`config.mk`:
```
export PLATFORM = sky130hd
export DESIGN_NAME = mtg_front_flat
export DESIGN_NICKNAME = d
export VERILOG_FILES = /design/src/rtl/mersenne_twister_generator_top_defines.svh /design/src/rtl/mtg_pkg.sv /design/src/rtl/mtg_if.sv /design/src/rtl/mtg_front.sv /design/src/flat_wrapper.sv
export SDC_FILE = /design/constraint.sdc
export NUM_CORES = 1
export LEC_CHECK = 0
export BUFFER_PORTS_ARGS = -buffer_cell sky130_fd_sc_hd__buf_2
export CORE_ASPECT_RATIO = 0.5
export CORE_MARGIN = 2
export CORE_UTILIZATION = 59
export DETAILED_ROUTE_END_ITERATION = 12
export PLACE_DENSITY = 0.85
export REMOVE_ABC_BUFFERS = 1
export SYNTH_ARGS = -nofsm -noshare
export SYNTH_HDL_FRONTEND = slang
export SYNTH_SLANG_ARGS = --single-unit
export TNS_END_PERCENT = 10
```
`constraint.sdc`:
```
create_clock -name clk -period 8.3 [get_ports clk]
set_input_delay 2.075 -clock clk [delete_from_list [all_inputs] [get_ports clk]]
set_output_delay 2.075 -clock clk [all_outputs]
set_load 0.01 [all_outputs]
```
`src/rtl/mersenne_twister_generator_top_defines.svh`:
```
// Assertion macros shared by the generator RTL.
// Depends on nothing; include by bare file name.
`ifndef MERSENNE_TWISTER_GENERATOR_TOP_DEFINES_SVH
`define MERSENNE_TWISTER_GENERATOR_TOP_DEFINES_SVH
// Implication checked on every clock edge outside reset.
`define MTG_ASSERT_IMP(label, ante, cons, msg) \
  label: assert property (@(posedge clk) disable iff (!rst_n) (ante) |-> (cons)) \
    else $error(msg);
// Implication whose consequent is checked in the cycle after the antecedent.
`define MTG_ASSERT_NEXT(label, ante, cons, msg) \
  label: assert property (@(posedge clk) disable iff (!rst_n) (ante) |=> (cons)) \
    else $error(msg);
`endif

```
`src/rtl/mtg_pkg.sv`:
```
// Package: constants, item kinds and shared types of the MT19937 generator.
// No dependencies.
package mtg_pkg;
  localparam int STATE_WORDS  = 624;
  localparam int SHIFT_OFFSET = 397;
  localparam int IDX_W        = 10;
  localparam logic [31:0] TWIST_XOR     = 32'h9908b0df;
  localparam logic [31:0] HIGH_BIT      = 32'h80000000;
  localparam logic [31:0] LOW_BITS      = 32'h7fffffff;
  localparam logic [31:0] INIT_MULT     = 32'd1812433253;
  localparam logic [31:0] SEED_AT_RESET = 32'd5489;
  localparam logic [31:0] TEMPER_B      = 32'h9d2c5680;
  localparam logic [31:0] TEMPER_C      = 32'hefc60000;

  typedef enum logic [1:0] {
    KIND_RAW = 2'd0, KIND_BOUNDED = 2'd1, KIND_RESTART = 2'd2, KIND_NONE = 2'd3
  } kind_t;

  // queued command from front to back
  typedef struct packed {
    kind_t       kind;
    logic [31:0] limit;
    logic [31:0] mask;
  } cmd_t;

  function automatic logic [31:0] temper(input logic [31:0] x);
    logic [31:0] y;
    y = x ^ (x >> 11);
    y = y ^ ((y << 7) & TEMPER_B);
    y = y ^ ((y << 15) & TEMPER_C);
    y = y ^ (y >> 18);
    return y;
  endfunction

  function automatic logic [31:0] smear(input logic [31:0] x);
    logic [31:0] m;
    m = x;
    m = m | (m >> 1);
    m = m | (m >> 2);
    m = m | (m >> 4);
    m = m | (m >> 8);
    m = m | (m >> 16);
    return m;
  endfunction
endpackage

```
`src/rtl/mtg_if.sv`:
```
// Valid/ready channel interfaces for the generator.
// Depends on mtg_pkg.
interface mtg_in_if;
  logic              valid;
  logic              ready;
  mtg_pkg::kind_t    kind;
  logic [31:0]       limit;
  modport source (output valid, kind, limit, input ready);
  modport sink (input valid, kind, limit, output ready);
endinterface


```
`src/rtl/mtg_front.sv`:
```
// Front end: accepts items, drops unused kinds, computes the bound mask,
// and holds a two-entry command queue. Depends on mtg_pkg and mtg_if.
module mtg_front (
  input  logic          clk,
  input  logic          rst_n,
  mtg_in_if.sink        in_ch,
  output mtg_pkg::cmd_t cmd,
  output logic          cmd_valid,
  input  logic          cmd_pop
);
  import mtg_pkg::*;

  cmd_t       q_r [2];
  logic [1:0] cnt_r;
  logic       rd_r;
  logic       wr_r;
  logic       push;

  assign in_ch.ready = (cnt_r != 2'd2);
  assign push = in_ch.valid && in_ch.ready && (in_ch.kind != KIND_NONE);
  assign cmd = q_r[rd_r];
  assign cmd_valid = (cnt_r != 2'd0);

  // store entry and advance pointers
  always_ff @(posedge clk) begin
    if (!rst_n) begin
      cnt_r <= 2'd0;
      rd_r  <= 1'b0;
      wr_r  <= 1'b0;
    end else begin
      if (push) begin
        q_r[wr_r] <= '{kind: in_ch.kind, limit: in_ch.limit, mask: smear(in_ch.limit)};
        wr_r <= ~wr_r;
      end
      if (cmd_pop) begin
        rd_r <= ~rd_r;
      end
      cnt_r <= cnt_r + {1'b0, push} - {1'b0, cmd_pop};
    end
  end
endmodule

```
`src/flat_wrapper.sv`:
```
// flat-port wrapper written by rule: the top's interface ports become plain ports
module mtg_front_flat import mtg_pkg::*;
  (clk, rst_n, cmd, cmd_valid, cmd_pop, in_ch_valid, in_ch_kind, in_ch_limit, in_ch_ready);
  mtg_in_if in_ch_i ();
  input  logic clk;
  input  logic rst_n;
  output mtg_pkg::cmd_t cmd;
  output logic cmd_valid;
  input  logic cmd_pop;
  input wire logic [$bits(in_ch_i.valid)-1:0] in_ch_valid;
  input wire logic [$bits(in_ch_i.kind)-1:0] in_ch_kind;
  input wire logic [$bits(in_ch_i.limit)-1:0] in_ch_limit;
  output wire logic [$bits(in_ch_i.ready)-1:0] in_ch_ready;
  assign in_ch_i.valid = in_ch_valid;
  assign in_ch_i.kind = in_ch_kind;
  assign in_ch_i.limit = in_ch_limit;
  assign in_ch_ready = in_ch_i.ready;
  mtg_front u_core (.clk(clk), .rst_n(rst_n), .in_ch(in_ch_i), .cmd(cmd), .cmd_valid(cmd_valid), .cmd_pop(cmd_pop));
endmodule
```
# Yosys cells after proc, flatten, opt, wreduce, memory -nomap -nowiden
# Memory sizes are Yosys's and may differ from the RTL's. A register that Yosys moved wholly into a read port is not among the register bits.
# Index checks and enable logic that the tools add are counted.
# totals
ff_bits	4
ram_bits	132
input_bits	38
out_inout_bits	68
word_cells	23
mem_count	1
# memory_table
memory	depth	word_bits	rd	rd_clocked_by_memory_dff	write_ports	line	text
u_core.q_r	2	66	1	1	1	mtg_front.sv:13	cmd_t q_r [2];
# op_classes
add_sub_neg	2
n_eq_ne	2
muxes	5
bitwise	7
n_reduce_logical	3
# ops
operator	count
$or 32x16->32	1
$or 32x24->32	1
$or 32x28->32	1
$or 32x30->32	1
$or 32x31->32	1
$mux 1	5
$ne 2x2->1 const B	2
$add 2x1->2	1
$logic_and 1x1->1	2
$not 1->1	2
$reduce_bool 2->1	1
$sub 2x1->2	1

# Logic depth before layout (Yosys ltp)
# depth
word_depth	6
depth_mapped	7
ltp_nobuf	7

# Worst setup path before layout
# No wires, ideal clock.
# synth_timing
path_type	input-to-reg
startpoint	input port in_ch_kind[0]
endpoint	memory u_core.q_r[0][0] (netlist bit) (enable)
setup_time_ns	0.430
arrival_ns	3.925
required_time_ns	7.870
setup_slack_ns	3.944
path_stages	3
n_path_buf	0
cell_sequence	nand2_1 and3_1 and3_1
# synth_between
elab_chain_len	5
# synth_lines
element	line	text
start: declaration	flat_wrapper.sv:11	input wire logic [$bits(in_ch_i.kind)-1:0] in_ch_kind;
$ne 2x2->1	mtg_front.sv:20	assign push = in_ch.valid && in_ch.ready && (in_ch.kind != KIND_NONE);
$logic_and 1x1->1	mtg_front.sv:20	
net u_core.push	mtg_front.sv:17	logic push;
$mux 1	mtg_front.sv:31	if (push) begin
$mux 1	mtg_front.sv:26	if (!rst_n) begin
$mux 1 (implied by the code)	mtg_front.sv:32	q_r[wr_r] <= '{kind: in_ch.kind, limit: in_ch.limit, mask: smear(in_ch.limit)};
end: declaration	mtg_front.sv:13	
# The timed path passes the listed nets, and every way through them passes these cells.

==> flow_summary_export.csv <==
group,metric,value,unit
pwr,p_sw_share,21.4,%
floorplanning,initial_core_util,60.9,%
cts,cts_buffer_depth,2,
cts,clk_pin_slew,60,ps
synth,ys_ff_latch,135,
synth,yosys_warnings,0,
detailed_routing,antenna_left,0,
min_path,min_path_type,"flop to flop",
floorplanning,row_count,24,
cts,cts_buffers,17,
sta,setup_viol,0,
sta,period_needed,4120,ps
floorplanning,top_level_ports,106,
detailed_routing,wl,10800,um
floorplanning,core,8710,sq um
setup_path,path_delay_family,"buffers and inverters",
layout,layout_commonest_cell,"edfxtp_1",
global_routing,antenna_found_initial,0,
setup_path,crit_required,6230,ps
pwr,peakVddDrop,0.167,mV
pwr,p_int,0.00139,W
setup_path,path_class,"flop to output pin",
detailed_routing,drc,0,
pwr,switchingPower,0.000378,W
sta,rsz0062_at_grt,"no",
floorplanning,die_x,138,um
layout,layout.nets,442,
pwr,total_power,0.00177,W
cts,cts_tree,"done",
detailed_routing,vias,3026,
place,dp_hpwl,6320,um
synth,synth_cell_types,31,
place,io_buffers,105,
global_routing,grt_remaining_overflow,0,
pwr,p_leak,2.23,nW
layout,final_cell_mix,"edfxtp_1, buf_2, mux2_2",
sta,finalHoldViolCount,0,
layout,antenna_cells,0,
detailed_routing,drt-initial-drc-count,371,
setup_path,worstPathCellList,"buf_4 -> mux2_2 -> buf_2",
sta,fin_crit_sh,49.6,%
sta,fin_skew,5.83,ps
setup_path,cp-start-kind,"flop",
min_path,hold_path_depth,3,
sta,slew_viol_final,0,
place,gp_congestion,0.754,
pwr,seq_power_share,45.1,%
floorplanning,die_h,71.0,um
synth,yosysTopAreaCellShare,73.7,%
pwr,combPwrFrac,10.1,%
cts,cts_hold_buf,0,
cts,cts_resized,0,
pwr,power-per-cell-area,269,nW/um^2
cts,ctsRootBufferMaster,"clkbuf_16",
global_routing,grt_usage,22.9,%
setup_path,cpPeakStageDelay,640,ps
layout,area_growth,23.8,%
run_status,outcome,"finished, final reports clean",
synth,yosysTopAreaCell,"edfxtp_1",
setup_path,path_buf_inv,2,
sta,fin_setup_tns,0,ps
cts,h-tree-depth,4,
detailed_routing,vias_per_cell,5.69,
cts,clk_latency,400,ps
synth,ys_top_cells_by_area,"edfxtp_1, mux2_2, dfxtp_1",
global_routing,first_global_vias,3181,
pwr,clkPwrFrac,44.8,%
sta,fmax,243,MHz
global_routing,grt_pass1_wl,16700,um
setup_path,crit_fanout,61,
cts,clock-sinks,135,
synth,synth_cells,288,
synth,yosysSeqAreaShare,75.5,%
detailed_routing,routedWlPerCell,20.3,um
sta,worst_pin_slew,895,ps
floorplanning,die_area,9800,sq um
global_routing,grt_max_degree,62,
setup_path,cp_slowest_cell,"buf_4",
sta,slew_headroom,39.9,%
setup_path,endpoint_kind,"output pin",
synth,synth_area,5300,sq um
setup_path,r2r.worst_path.cells,4,
cts,cts_setup_buffers,0,
job,cap_violations,0,
setup_path,arrival,2040,ps
synth,avgSynthCellArea,18.4,sq um
detailed_routing,drt_pass1_iterations,5,
layout,layout-drive-gt1-share,51.6,%
setup_path,crit_cells,3,
## final cells by class
cell class | count | area (sq um)
timing repair buffer | 108 | 548
multi-input combinational | 136 | 1220
tap | 117 | 146
clock inverter | 9 | 148
fill | 504 | 2150
inverter | 4 | 15.0
clock buffer | 23 | 478
sequential | 135 | 4010
## metal layers
metal  GRT usage, %  up-vias  share of wire, %
li1               -     1372                 -
met1           27.0     1530                39
met2           39.3      105                53
met3           6.23       19               5.1
met4           12.6        0               2.3
met5              0        -                 0
## kinds of logic (layout without fill, tap and decap cells)
kind of cell / count (synthesis) / count (layout) / synth area share [%]
AOI/OAI and AO/OA: 2 / 2 / 0.307
xor gates and xnor gates: 3 / 3 / 0.496
adders and majority gates: 2 / 2 / 0.472
buffers and inverters: 17 / 144 / 1.49
DFF: 135 / 135 / 75.5
muxes: 65 / 65 / 13.8
and+or+nand+nor: 64 / 64 / 7.88
## power groups by stage
stage	Combinational (W)	Clock [W]	Sequential (W)
5_1_grt	0.000193	0.000830	0.000799
3_3_place_gp	0.000170	0	0.000807
3_5_place_dp	0.000177	0	0.000810
2_1_floorplan	0.000100	0	0.000816
6_report	0.000179	0.000792	0.000797
4_1_cts	0.000181	0.000799	0.000797
## stage by stage
step,instances,setup slack [ps],hold WS [ps],util (%),area (sq um)
6_report,532,4180,576,75.3,6560
5_1_grt,532,4100,596,75.3,6560
4_1_cts,532,4160,578,75.3,6560
3_5_place_dp,500,4110,569,68.1,5930
3_3_place_gp,500,4320,524,68.1,5930
2_1_floorplan,275,3940,514,-,5240
## worst register-to-register path, stage by stage (launching register included)
cell	delay, ps
dfxtp_1	330
nand2b_1	170
and3_1	210
and3_2	610
buf_4	590
## cell usage after synthesis
cell	n
nor3_1	4
xnor2_1	2
a21boi_0	1
buf_4	2
nor4_1	5
inv_1	4
edfxtp_1	130
or3b_1	1
clkbuf_1	10
and3b_1	1
or2_2	3
dfxtp_1	5
nor2_1	7
buf_6	1
and3_1	3
and2_1	5
nand2_1	3
nand3_1	9
nand2b_1	2
or3_1	1
nand4b_1	4
nor4_4	2
nand4_1	6
or4_4	1
a31o_2	1
nand3b_1	3
or3_2	2
ha_1	2
xor2_1	1
or4_1	2
mux2_2	65
## path summary, 6_finish.rpt
path	from	to	slack [ps]
max reg2reg	u_core.cnt_r[0]$_SDFF_PN0_	u_core.q_r[0][56]$_DFFE_PP_	6000
max	flop	cmd[31]	4180
min reg2reg	u_core.wr_r$_SDFFE_PN0P_	u_core.wr_r$_SDFFE_PN0P_	580
min	u_core.wr_r$_SDFFE_PN0P_	u_core.wr_r$_SDFFE_PN0P_	580
## state kept, by name (all words and copies together) (netlist names), named ones only
| signal | count |
|---|---|
| u_core.q_r | 130 |
| u_core.cnt_r | 2 |
| u_core.wr_r | 1 |
| u_core.rd_r | 1 |
(Power assumes the default switching activity.)
